$ cat src/design/lsrs_pkg.sv
// Shared types, widths and reset values for the line sensor readout sequencer.
package lsrs_pkg;

	localparam int TIME_W     = 32;
	localparam int TICK_W     = 10;
	localparam int DLY_W      = 15;
	localparam int SAMP_W     = 10;
	localparam int IDX_W      = 8;
	localparam int CFG_IDX_W  = 3;
	localparam int CFG_DATA_W = 15;
	localparam int PIXELS_DEF = 128;

	// register indexes on the config port
	localparam logic [CFG_IDX_W-1:0] REG_TICK_MICROS  = 3'd0;
	localparam logic [CFG_IDX_W-1:0] REG_START_MICROS = 3'd1;
	localparam logic [CFG_IDX_W-1:0] REG_HALF_MICROS  = 3'd2;
	localparam logic [CFG_IDX_W-1:0] REG_GAP_MICROS   = 3'd3;
	localparam logic [CFG_IDX_W-1:0] REG_RUN_ENABLE   = 3'd4;

	localparam logic [TICK_W-1:0] TICK_RST  = 10'd10;
	localparam logic [DLY_W-1:0]  START_RST = 15'd25;
	localparam logic [DLY_W-1:0]  HALF_RST  = 15'd50;
	localparam logic [DLY_W-1:0]  GAP_RST   = 15'd500;

	typedef struct packed {
		logic [SAMP_W-1:0] sample_a;
		logic [SAMP_W-1:0] sample_b;
		logic              start_request;
	} in_item_t;

	typedef struct packed {
		logic              start_level;
		logic              clock_level;
		logic              sample_valid;
		logic [IDX_W-1:0]  pixel_index;
		logic [SAMP_W-1:0] pixel_a;
		logic [SAMP_W-1:0] pixel_b;
		logic              frame_done;
	} out_item_t;

	typedef struct packed {
		logic [TICK_W-1:0] tick_micros;
		logic [DLY_W-1:0]  start_pulse_micros;
		logic [DLY_W-1:0]  clock_half_micros;
		logic [DLY_W-1:0]  frame_gap_micros;
		logic              run_enable;
	} cfg_t;

endpackage

$ cat src/design/lsrs_front.sv
// Front end: accepts tick transactions into a two-entry queue.
module lsrs_front (
	input  logic             clk,
	input  logic             arst_n,
	input  logic             in_valid,
	output logic             in_stall,
	input  lsrs_pkg::in_item_t in_data,
	output logic             q_valid,
	input  logic             q_stall,
	output lsrs_pkg::in_item_t q_data
);
	import lsrs_pkg::*;

	in_item_t   mem_q [2];
	logic       wr_ptr_q;
	logic       rd_ptr_q;
	logic [1:0] count_q;
	logic       push;
	logic       pop;

	assign in_stall = (count_q == 2'd2);
	assign q_valid  = (count_q != 2'd0);
	assign q_data   = mem_q[rd_ptr_q];
	assign push     = in_valid && !in_stall;
	assign pop      = q_valid && !q_stall;

	always_ff @(posedge clk or negedge arst_n) begin
		if (!arst_n) begin
			wr_ptr_q <= 1'b0;
			rd_ptr_q <= 1'b0;
			count_q  <= 2'd0;
		end else begin
			if (push) wr_ptr_q <= !wr_ptr_q;
			if (pop) rd_ptr_q <= !rd_ptr_q;
			count_q <= count_q + {1'b0, push} - {1'b0, pop};
		end
	end

	always_ff @(posedge clk) begin
		if (push) mem_q[wr_ptr_q] <= in_data;
	end

endmodule

$ cat src/design/lsrs_core.sv
// Back end: sequencer state, one tick per cycle unless stalled, registered result slot.
module lsrs_core #(
	parameter int PIXELS = lsrs_pkg::PIXELS_DEF
) (
	input  logic               clk,
	input  logic               arst_n,
	input  lsrs_pkg::cfg_t     cfg,
	input  logic               q_valid,
	output logic               q_stall,
	input  lsrs_pkg::in_item_t q_data,
	output logic               out_valid,
	input  logic               out_stall,
	output lsrs_pkg::out_item_t out_data
);
	import lsrs_pkg::*;

	localparam int CNT_W = $clog2(PIXELS + 2);
	localparam logic [CNT_W-1:0] LAST = CNT_W'(PIXELS + 1);

	typedef enum logic [2:0] {
		PH_GAP  = 3'b001,
		PH_PEND = 3'b010,
		PH_CLK  = 3'b100
	} phase_t;

	phase_t             phase_q, phase_d;
	logic [TIME_W-1:0]  micros_q, micros_d;
	logic               chigh_q, chigh_d;
	logic [CNT_W-1:0]   cnt_q, cnt_d;
	logic [TIME_W-1:0]  sst_q, sst_d;
	logic [TIME_W-1:0]  rise_q, rise_d;
	logic [TIME_W-1:0]  fall_q, fall_d;
	logic [TIME_W-1:0]  gap_q, gap_d;
	logic               spin_q, spin_d;
	logic               cpin_q, cpin_d;
	logic [CNT_W+IDX_W-1:0] cnt_ext;
	out_item_t          res;
	out_item_t          out_data_q;
	logic               out_valid_q;
	logic               take;

	assign q_stall   = out_valid_q && out_stall;
	assign take      = q_valid && !q_stall;
	assign out_valid = out_valid_q;
	assign out_data  = out_data_q;

	always_comb begin
		micros_d = micros_q + TIME_W'(cfg.tick_micros);
		phase_d  = phase_q;
		chigh_d  = chigh_q;
		cnt_d    = cnt_q;
		sst_d    = sst_q;
		rise_d   = rise_q;
		fall_d   = fall_q;
		gap_d    = gap_q;
		spin_d   = spin_q;
		cpin_d   = cpin_q;
		cnt_ext  = {{IDX_W{1'b0}}, cnt_q};
		res      = '0;

		// a request rearms only while waiting out the gap
		if (q_data.start_request && phase_d == PH_GAP) phase_d = PH_PEND;

		if (cfg.run_enable) begin
			if (phase_d == PH_PEND) begin
				spin_d  = 1'b1;
				sst_d   = micros_d;
				phase_d = PH_CLK;
			end
			if (phase_d == PH_CLK) begin
				if (micros_d - sst_d >= TIME_W'(cfg.start_pulse_micros)) spin_d = 1'b0;
				if (cnt_d < LAST) begin
					if (chigh_d) begin
						cpin_d = 1'b1;
						if (micros_d - rise_d >= TIME_W'(cfg.clock_half_micros)) begin
							res.sample_valid = 1'b1;
							res.pixel_index  = cnt_ext[IDX_W-1:0];
							res.pixel_a      = q_data.sample_a;
							res.pixel_b      = q_data.sample_b;
							chigh_d          = 1'b0;
							fall_d           = micros_d;
						end
					end
					if (!chigh_d) begin
						cpin_d = 1'b0;
						if (micros_d - fall_d >= TIME_W'(cfg.clock_half_micros)) begin
							rise_d  = micros_d;
							cnt_d   = cnt_d + CNT_W'(1);
							chigh_d = 1'b1;
						end
					end
				end
				if (cnt_d >= LAST) begin
					cpin_d         = 1'b0;
					gap_d          = micros_d;
					phase_d        = PH_GAP;
					res.frame_done = 1'b1;
				end
			end
			if (phase_d == PH_GAP) begin
				spin_d = 1'b0;
				if (micros_d - gap_d >= TIME_W'(cfg.frame_gap_micros)) begin
					cnt_d    = '0;
					phase_d  = PH_PEND;
					micros_d = '0;
				end
			end
		end

		res.start_level = spin_d;
		res.clock_level = cpin_d;
	end

	always_ff @(posedge clk or negedge arst_n) begin
		if (!arst_n) begin
			phase_q     <= PH_PEND;
			micros_q    <= '0;
			chigh_q     <= 1'b1;
			cnt_q       <= '0;
			sst_q       <= '0;
			rise_q      <= '0;
			fall_q      <= '0;
			gap_q       <= '0;
			spin_q      <= 1'b0;
			cpin_q      <= 1'b0;
			out_valid_q <= 1'b0;
		end else begin
			if (take) begin
				phase_q  <= phase_d;
				micros_q <= micros_d;
				chigh_q  <= chigh_d;
				cnt_q    <= cnt_d;
				sst_q    <= sst_d;
				rise_q   <= rise_d;
				fall_q   <= fall_d;
				gap_q    <= gap_d;
				spin_q   <= spin_d;
				cpin_q   <= cpin_d;
			end
			if (take) out_valid_q <= 1'b1;
			else if (!out_stall) out_valid_q <= 1'b0;
		end
	end

	always_ff @(posedge clk) begin
		if (take) out_data_q <= res;
	end

endmodule

$ cat src/design/line_sensor_readout_sequencer.sv
// A tick transaction's result reaches out_data through a queue entry in lsrs_front
// and then the result register in lsrs_core; it is taken when out_stall is low.
// Throughput: one tick per cycle while out_stall is low; the lsrs_core step is combinational.
// A two-entry queue in lsrs_front takes input while the result register waits on out_stall.
// Reset (arst_n low, asynchronous): registers back to defaults, time zero,
// start pending, queue and result slot empty.
module line_sensor_readout_sequencer #(
	parameter int PIXELS = lsrs_pkg::PIXELS_DEF
) (
	input  logic                                   clk,
	input  logic                                   arst_n,
	input  logic                                   in_valid,
	output logic                                   in_stall,
	input  lsrs_pkg::in_item_t                     in_data,
	output logic                                   out_valid,
	input  logic                                   out_stall,
	output lsrs_pkg::out_item_t                    out_data,
	input  logic                                   cfg_we,
	input  logic [lsrs_pkg::CFG_IDX_W-1:0]         cfg_index,
	input  logic [lsrs_pkg::CFG_DATA_W-1:0]        cfg_data
);
	import lsrs_pkg::*;

	cfg_t     cfg_q;
	logic     q_valid;
	logic     q_stall;
	in_item_t q_data;

	// Config register file; unknown indexes are dropped.
	always_ff @(posedge clk or negedge arst_n) begin
		if (!arst_n) begin
			cfg_q.tick_micros        <= TICK_RST;
			cfg_q.start_pulse_micros <= START_RST;
			cfg_q.clock_half_micros  <= HALF_RST;
			cfg_q.frame_gap_micros   <= GAP_RST;
			cfg_q.run_enable         <= 1'b1;
		end else if (cfg_we) begin
			case (cfg_index)
				REG_TICK_MICROS:  cfg_q.tick_micros        <= cfg_data[TICK_W-1:0];
				REG_START_MICROS: cfg_q.start_pulse_micros <= cfg_data[DLY_W-1:0];
				REG_HALF_MICROS:  cfg_q.clock_half_micros  <= cfg_data[DLY_W-1:0];
				REG_GAP_MICROS:   cfg_q.frame_gap_micros   <= cfg_data[DLY_W-1:0];
				REG_RUN_ENABLE:   cfg_q.run_enable         <= cfg_data[0];
				default: ;
			endcase
		end
	end

	// Front: buffers tick transactions; the input stalls only once both entries are full.
	lsrs_front u_front (
		.clk      (clk),
		.arst_n   (arst_n),
		.in_valid (in_valid),
		.in_stall (in_stall),
		.in_data  (in_data),
		.q_valid  (q_valid),
		.q_stall  (q_stall),
		.q_data   (q_data)
	);

	// Back: time counter, start pulse, pixel clock and sampling.
	lsrs_core #(
		.PIXELS (PIXELS)
	) u_core (
		.clk       (clk),
		.arst_n    (arst_n),
		.cfg       (cfg_q),
		.q_valid   (q_valid),
		.q_stall   (q_stall),
		.q_data    (q_data),
		.out_valid (out_valid),
		.out_stall (out_stall),
		.out_data  (out_data)
	);

	// Pixel fields are zero unless a pair was sampled.
	a_idle_fields_zero: assert property (@(posedge clk) disable iff (!arst_n)
		out_valid && !out_data.sample_valid |->
			out_data.pixel_index == '0 && out_data.pixel_a == '0 && out_data.pixel_b == '0)
		else $error("pixel fields set without a sample");

	// Sampling ends the high phase, so the clock pin is low afterward.
	a_sample_clock_low: assert property (@(posedge clk) disable iff (!arst_n)
		out_valid && out_data.sample_valid |-> !out_data.clock_level)
		else $error("clock high on a sampling tick");

	// End of frame parks the pixel clock low.
	a_done_clock_low: assert property (@(posedge clk) disable iff (!arst_n)
		out_valid && out_data.frame_done |-> !out_data.clock_level)
		else $error("clock high at frame end");

endmodule

$ cat config.mk
export PLATFORM = sky130hd
export DESIGN_NAME = line_sensor_readout_sequencer
export DESIGN_NICKNAME = d
export VERILOG_FILES = /design/src/design/lsrs_pkg.sv /design/src/design/lsrs_front.sv /design/src/design/lsrs_core.sv /design/src/design/line_sensor_readout_sequencer.sv
export SDC_FILE = /design/constraint.sdc
export NUM_CORES = 1
export LEC_CHECK = 0
export BUFFER_PORTS_ARGS = -buffer_cell sky130_fd_sc_hd__buf_2
export CAP_MARGIN = 20
export CORE_MARGIN = 3
export CORE_UTILIZATION = 58
export CTS_CLUSTER_DIAMETER = 50
export DETAILED_ROUTE_END_ITERATION = 7
export PLACE_DENSITY = 0.78
export REMOVE_ABC_BUFFERS = 1
export SKIP_CTS_REPAIR_TIMING = 1
export SYNTH_ARGS = -nofsm -noshare
export SYNTH_HDL_FRONTEND = slang
export SYNTH_SLANG_ARGS = --single-unit
export TNS_END_PERCENT = 50
$ cat constraint.sdc
create_clock -name clk -period 16 [get_ports clk]
set_clock_uncertainty 0.1 [all_clocks]
set_input_delay 0.8 -clock clk [delete_from_list [all_inputs] [get_ports clk]]
set_output_delay 0.8 -clock clk [all_outputs]
set_load 0.005 [all_outputs]
[After elaboration in Yosys (flattened, before gate mapping)]
Memories as Yosys holds them, arrays and structs flattened.
Cells that the tools add are included.
Operators by class
  reductions and logical operators: 21
  bitwise operators: 1
  order comparisons: 6
  equality and inequality tests: 10
  mux-type cells: 54
  add/sub/neg operators: 8
Operators by type and width (count)
  two-way mux 32 bit: 13
  >= comparator 32 x 15 -> 1 bit: 4
  subtractor 32 bit: 4
  two-way mux 8 bit: 8
  adder 32 x 10 -> 32 bit: 1
  two-way mux 29 bit: 1
  two-way mux 3 bit: 9
  two-way mux 1 bit: 23
  AND reduction 2 bit: 7
  == test 3 x 1 -> 1 bit, second input constant: 3
  == test 3 x 2 -> 1 bit, second input constant: 3
  adder 8 x 1 -> 8 bit, second input constant: 1
  >= comparator 8 bit, second input constant: 1
  < comparator 8 bit, second input constant: 1
  AND reduction 4 bit: 2
  == test 3 bit, second input constant: 2
  AND reduction 6 bit: 1
  AND reduction 5 bit: 1
  logical AND 1 bit: 4
  zero test 1 bit: 4
  zero test 3 bit: 1
  adder 2 x 1 -> 2 bit: 1
  == test 2 bit, second input constant: 1
  != test 2 x 1 -> 1 bit, second input constant: 1
  other kinds (3): 3
Word-level totals
  input port bits: 44
  logic and storage cells: 127
  register bits: 267
  memories kept: 1
  memory bits (writable): 42
  output and inout port bits: 34
Memories
  u_front.mem_q: depth 2, width 21, read ports 1, clocked after memory_dff 0, wr ports 1, RTL line lsrs_front.sv:14  | in_item_t mem_q [2];

[Longest topological paths before layout]
  depth in word-level cells: 25
  mapped depth: 79
  mapped depth without buffers: 76

[Cells and area by module]
From an unflattened synthesis, not the netlist that was laid out.
Second synthesis, totals
  cells, all modules: 2439
  area total of the unflattened synthesis: 22559.1 µm²
Modules (own cells, without submodules)
  lsrs_core: area each 18567.8 µm², cells each 2233, times used 1
  line_sensor_readout_sequencer: area each 2268.4 µm², cells each 123, times used 1
  lsrs_front: area each 1722.9 µm², cells each 83, times used 1

[Least setup slack after synthesis]
OpenSTA, ideal clock, no wires.
  kind: reg-to-reg
  start: register cfg_q[46] in the netlist's numbering
  end: register u_core.cnt_q[6]
  arrival: 15.786 ns
  buffers on the path: 5
  setup time: 0.082 ns
  stages on the path, launching flop included: 77
  clock period less this slack: 15.968 ns
  data required time: 15.818 ns
  slack: 0.032 ns
  cells stage by stage: dfrtp_1 -> ha_1 -> fa_1 -> a21o_1 -> a21oi_1 -> o21bai_1 -> a21oi_1 -> o21bai_1 -> a21oi_1 -> o21bai_1 -> a21oi_1 -> nor3b_1 -> xor2_1 -> ha_1 -> buf_6 -> a21oi_1 -> o21ai_2 -> nor2_1 -> [... 41 more ...] -> or3b_2 -> a21o_1 -> a21oi_1 -> xnor2_1 -> ha_1 -> a221oi_1 -> o221ai_1 -> a2111oi_0 -> nand3_1 -> nor4_1 -> and3_1 -> nand4b_1 -> a2111o_1 -> a41oi_1 -> a21o_1 -> buf_2 -> nand2_1 -> o22ai_1
Between the ends
  longest elaborated chain between the ends: 23
RTL lines
  start, declared: RTL line line_sensor_readout_sequencer.sv:24  | cfg_t cfg_q;
  adder 32 x 10 -> 32 bit (*): RTL line lsrs_core.sv:48  | micros_d = micros_q + TIME_W'(cfg.tick_micros);
  subtractor 32 bit: RTL line lsrs_core.sv:75  | if (micros_d - rise_d >= TIME_W'(cfg.clock_half_micros)) begin
  >= comparator 32 x 15 -> 1 bit: RTL line lsrs_core.sv:75
  two-way mux 32 bit: RTL line lsrs_core.sv:75
  two-way mux 32 bit: RTL line lsrs_core.sv:73  | if (chigh_d) begin
  two-way mux 32 bit: RTL line lsrs_core.sv:72  | if (cnt_d < LAST) begin
  two-way mux 32 bit: RTL line lsrs_core.sv:70  | if (phase_d == PH_CLK) begin
  two-way mux 32 bit: RTL line lsrs_core.sv:64  | if (cfg.run_enable) begin
  [... 7 more ...]
  >= comparator 8 bit: RTL line lsrs_core.sv:93  | if (cnt_d >= LAST) begin
  two-way mux 32 bit: RTL line lsrs_core.sv:93
  two-way mux 32 bit: RTL line lsrs_core.sv:70
  two-way mux 32 bit: RTL line lsrs_core.sv:64
  subtractor 32 bit: RTL line lsrs_core.sv:102  | if (micros_d - gap_d >= TIME_W'(cfg.frame_gap_micros)) begin
  >= comparator 32 x 15 -> 1 bit: RTL line lsrs_core.sv:102
  two-way mux 8 bit: RTL line lsrs_core.sv:102
  two-way mux 8 bit (*): RTL line lsrs_core.sv:100  | if (phase_d == PH_GAP) begin
  end signal, assigned: RTL line lsrs_core.sv:132  | cnt_q <= cnt_d;
  end, declared: RTL line lsrs_core.sv:29  | logic [CNT_W-1:0] cnt_q, cnt_d;
Every way passes the cells marked *; elsewhere a longest branch is shown, timed or not. The select of a mux whose other input is x is not followed.
A chain may end at the register's enable or synchronous reset.

[Worst setup path in the final report]
  start: register u_core.micros_q[0]
  end: register u_core.micros_q[20]
Between the ends
  longest elaborated chain between the ends: 24
RTL lines
  start, declared: RTL line lsrs_core.sv:27  | logic [TIME_W-1:0] micros_q, micros_d;
  start signal, assigned: RTL line lsrs_core.sv:130  | micros_q <= micros_d;
  adder 32 x 10 -> 32 bit (*): RTL line lsrs_core.sv:48
  subtractor 32 bit: RTL line lsrs_core.sv:75
  >= comparator 32 x 15 -> 1 bit: RTL line lsrs_core.sv:75
  two-way mux 32 bit: RTL line lsrs_core.sv:75
  two-way mux 32 bit: RTL line lsrs_core.sv:73
  two-way mux 32 bit: RTL line lsrs_core.sv:72
  two-way mux 32 bit: RTL line lsrs_core.sv:70
  two-way mux 32 bit: RTL line lsrs_core.sv:64
  [... 8 more ...]
  two-way mux 32 bit: RTL line lsrs_core.sv:93
  two-way mux 32 bit: RTL line lsrs_core.sv:70
  two-way mux 32 bit: RTL line lsrs_core.sv:64
  subtractor 32 bit: RTL line lsrs_core.sv:102
  >= comparator 32 x 15 -> 1 bit: RTL line lsrs_core.sv:102
  two-way mux 32 bit: RTL line lsrs_core.sv:102
  two-way mux 32 bit: RTL line lsrs_core.sv:100
  two-way mux 32 bit (*): RTL line lsrs_core.sv:64
Marks and branches as above.

==> results.md <==
* Outcome: finished, final reports clean
* Most used cell, CP: a21oi_2
* CP max FO at 6
* Setup Total Neg Slack at 0 ps
* Via count at between 15000 and 20000
* # fillers at 2863
* Reg-to-reg endpoint: u_core.micros_q[20]
* Total CTS buffers at 38
* Critical-path top delay cell: or4b_4
* DRC violations left at 0
* Pint at ~2.9 mW
* Layout cells sized above 1 at 18.0%
* Hold slack at 222 ps
* Slew at the pin closest to its max-slew limit at approximately 1100 ps
* WP data required at 16340 ps
* Global Route Usage Sum at between 20% and 30%
* Clock share of power at between 10% and 20%
* PnR worst setup slack at around 140 ps
* WL/cell at 20.0 um
* #FFs+latches synth at 309
* Peak supply drop at approximately 170 uV
* Startpoint Class: register
* CTS Buffer Depth at 3
* R2R Setup Slk at 140 ps
* Mean Syn Cell Area at 9.10 sq um
* Post-DR vias/cell at approximately 6.2
* Synth async-reset ratio at around three quarters
* Diode count at 0
* Hold/Removal Path Class: input port to async pin
* Library cells used by synthesis at 106
* Yosys warns at 0
* Final period util at 99.1%
* Final setup fails at 0
* Largest net degree at the start of global routing at 104
* # Max-Cap Violations at 0
* Leak at 12.1 nW
* Drt first pass iters at 7
* Combinational share of power at a little under two thirds
* Port Buf Inserts at 77
* Pre-CTS WS at -570 ps
* Gr ovfl total at 0
* Yosys top cell by area: dfrtp_1
* Gpl congestion at 0.981
* CTS tree: yes
* Root Buffer: clkbuf_16
* Critical path's largest stage delay at 550 ps
* Initial Util at 59.0%
* Die extent in y at 202 um
* FF-to-FF Start: u_core.micros_q[0]
* Ranking of synthesized cells by area: dfrtp_1 24%, ha_1 11%, edfxtp_1 9.9%
* Max H-tree Level at 2
* Synth top cells by count: 260 x nand2_1, 228 x o21ai_0, 218 x dfrtp_1
* Top-count cell post-synth: nand2_1
* DR iter-0 viols at 1759
* Power Dens Cells at 201 nW/um^2
* Ys flop type: dfrtp_1
* Layout Nets at ~2900
* Vias in the first global route at 19200
* Flop pwr share at about a fifth
* Cells after synthesis at 2454
* Die X at roughly 200 um
* Multi-input gate area at 13700 sq um
* Mapped Area at 22300 sq um
* Slew Limit Headroom at ~30%
* Slew Limit Fails at 0
* DRT antenna net count at 0
* Achievable Freq at 0.0631 GHz
* Tmin final at roughly 16000 ps
* DP HPWL at between 40000 and 50000 um
* Routed WL at 63100 um
* Switching Fraction at 43.6%
* Die ar. at 40900 sq um
* Seq. cell area at between 8000 and 9000 sq um
* Core Footprint at 37800 sq um
* Clk slew on worst S/H paths at 60 ps
* Post-synth EDFFs at 74
* Worst setup EP type: register
* Row count at 71
* RSZ-0062 raised after global routing: true
* I/O pins at 78
* Initial antenna violation count at 0
* Fin. Hold Viols at 0
* Top cell type's share of synthesized area at about a quarter
* First-pass GRT wire length at 98000 um
* Synthesis-to-layout area growth at 15.9%
* Latest clock arrival within the worst-skew pair at 540 ps
* Sequential cell area fraction in the yosys report at 36.4%
* Sink Count at ~300
* Cells on worst reg2reg path at roughly 80
* NetSw at 2.27 mW
* Kind of critical path: register to register
* Critical path arrival at 16200 ps
==> per-layer routing <==
metal	wire (um)	global-route usage [%]
met1	26400	39.5
met5	0	0
met2	29100	47.7
met4	2710	11.6
met3	4890	4.70
==> critical path, delay by kind of cell (launching register included) <==
family	cells	cell delay, ps
flops	1	410
compound gates	34	6490
mux	1	270
buf+inv	8	1080
simple gates	24	4350
fa+ha+maj	10	2490
xor+xnor	4	520
==> power by group through the flow <==
stage	clock [mW]	combinational, mW	sequential, mW
floorplan	0	2.18	0.988
global placement	0	2.95	1.00
detailed placement	0	3.06	0.995
CTS	0.899	3.10	0.983
global route	0.931	3.66	0.994
finish	0.890	3.32	0.986
==> cells by family (layout without fill, tap and decap cells) <==
logic type | after synthesis | in the layout | share of synthesized area [%]
AOI/OAI and AO/OA | 705 | 707 | 19.8
xor gates and xnor gates | 106 | 106 | 4.32
adders and majority gates | 203 | 203 | 11.5
buffers and inverters | 247 | 437 | 4.61
DFF | 309 | 309 | 36.4
muxes | 153 | 153 | 7.71
and+or+nand+nor | 731 | 731 | 15.7
==> placed cells by master, fill, tap and decap left out, drive strengths merged, types with 10 or more instances in the layout <==
| cell type | synthesis | routed |
|---|---|---|
| xor2 | 32 | 32 |
| dfrtp | 218 | 218 |
| a211o | 10 | 10 |
| edfxtp | 74 | 74 |
| a31oi | 24 | 24 |
| and3 | 27 | 27 |
| mux2i | 88 | 88 |
| a21o | 52 | 52 |
| and2 | 15 | 15 |
| nor3 | 51 | 51 |
| nor2b | 18 | 18 |
| o21ai | 234 | 234 |
| a211oi | 26 | 27 |
| a21oi | 182 | 182 |
| clkbuf | 67 | 51 |
| nand3 | 44 | 44 |
| nand2b | 28 | 28 |
| or3 | 11 | 11 |
| nand2 | 262 | 262 |
| mux2 | 65 | 65 |
| o21a | 25 | 25 |
| xnor2 | 72 | 72 |
| o22ai | 11 | 11 |
| o31ai | 18 | 18 |
| nor2 | 190 | 190 |
| o2111ai | 11 | 11 |
| dfstp | 17 | 17 |
| nor4 | 12 | 12 |
| o211ai | 21 | 21 |
| buf | 25 | 209 |
| ha | 198 | 198 |
| inv | 155 | 158 |
| o21bai | 17 | 17 |
| nand4 | 26 | 26 |
==> state kept, by name, indices dropped and copies added, names as in the netlist, 2 cells and up <==
name and flops:
u_core.phase_q 3, u_core.out_data 32, u_core.gap_q 32, u_core.sst_q 32
u_front.mem_q 42, u_core.micros_q 32, cfg_q 56, u_core.rise_q 32
u_core.fall_q 32, u_core.cnt_q 8, u_front.count_q 2
==> area by class of cell <==
class                      count  area share [%]
tap                          511            2.47
multi-input combinational   1900            52.7
inverter                     155            2.25
clock buffer                  47            3.96
timing repair buffer         213            6.17
sequential                   309            31.4
clock inverter                22            1.05
==> stage by stage <==
stage          total power [mW]  area (sq um)  std cells  utilization (%)
6_report                   5.20         25900       3157             68.4
2_1_floorplan              3.16         21900       2362                -
3_3_place_gp               3.95         23900       3058             63.0
5_1_grt                    5.59         25900       3157             68.4
4_1_cts                    4.98         25200       3128             66.5
3_5_place_dp               4.06         23900       3059             63.1
==> worst max path at each step <==
stage	startpoint	to	depth (start not counted)
floorplan	cfg_q[46]	u_core.phase_q[1]	72
global placement	cfg_q[46]	u_core.cnt_q[4]	79
detailed placement	cfg_q[46]	u_core.micros_q[21]	78
CTS	cfg_q[46]	u_core.micros_q[21]	78
global route	cfg_q[46]	u_core.cnt_q[6]	81
finish	u_core.micros_q[0]	u_core.micros_q[20]	81
Power figures use the tool's default switching activity.
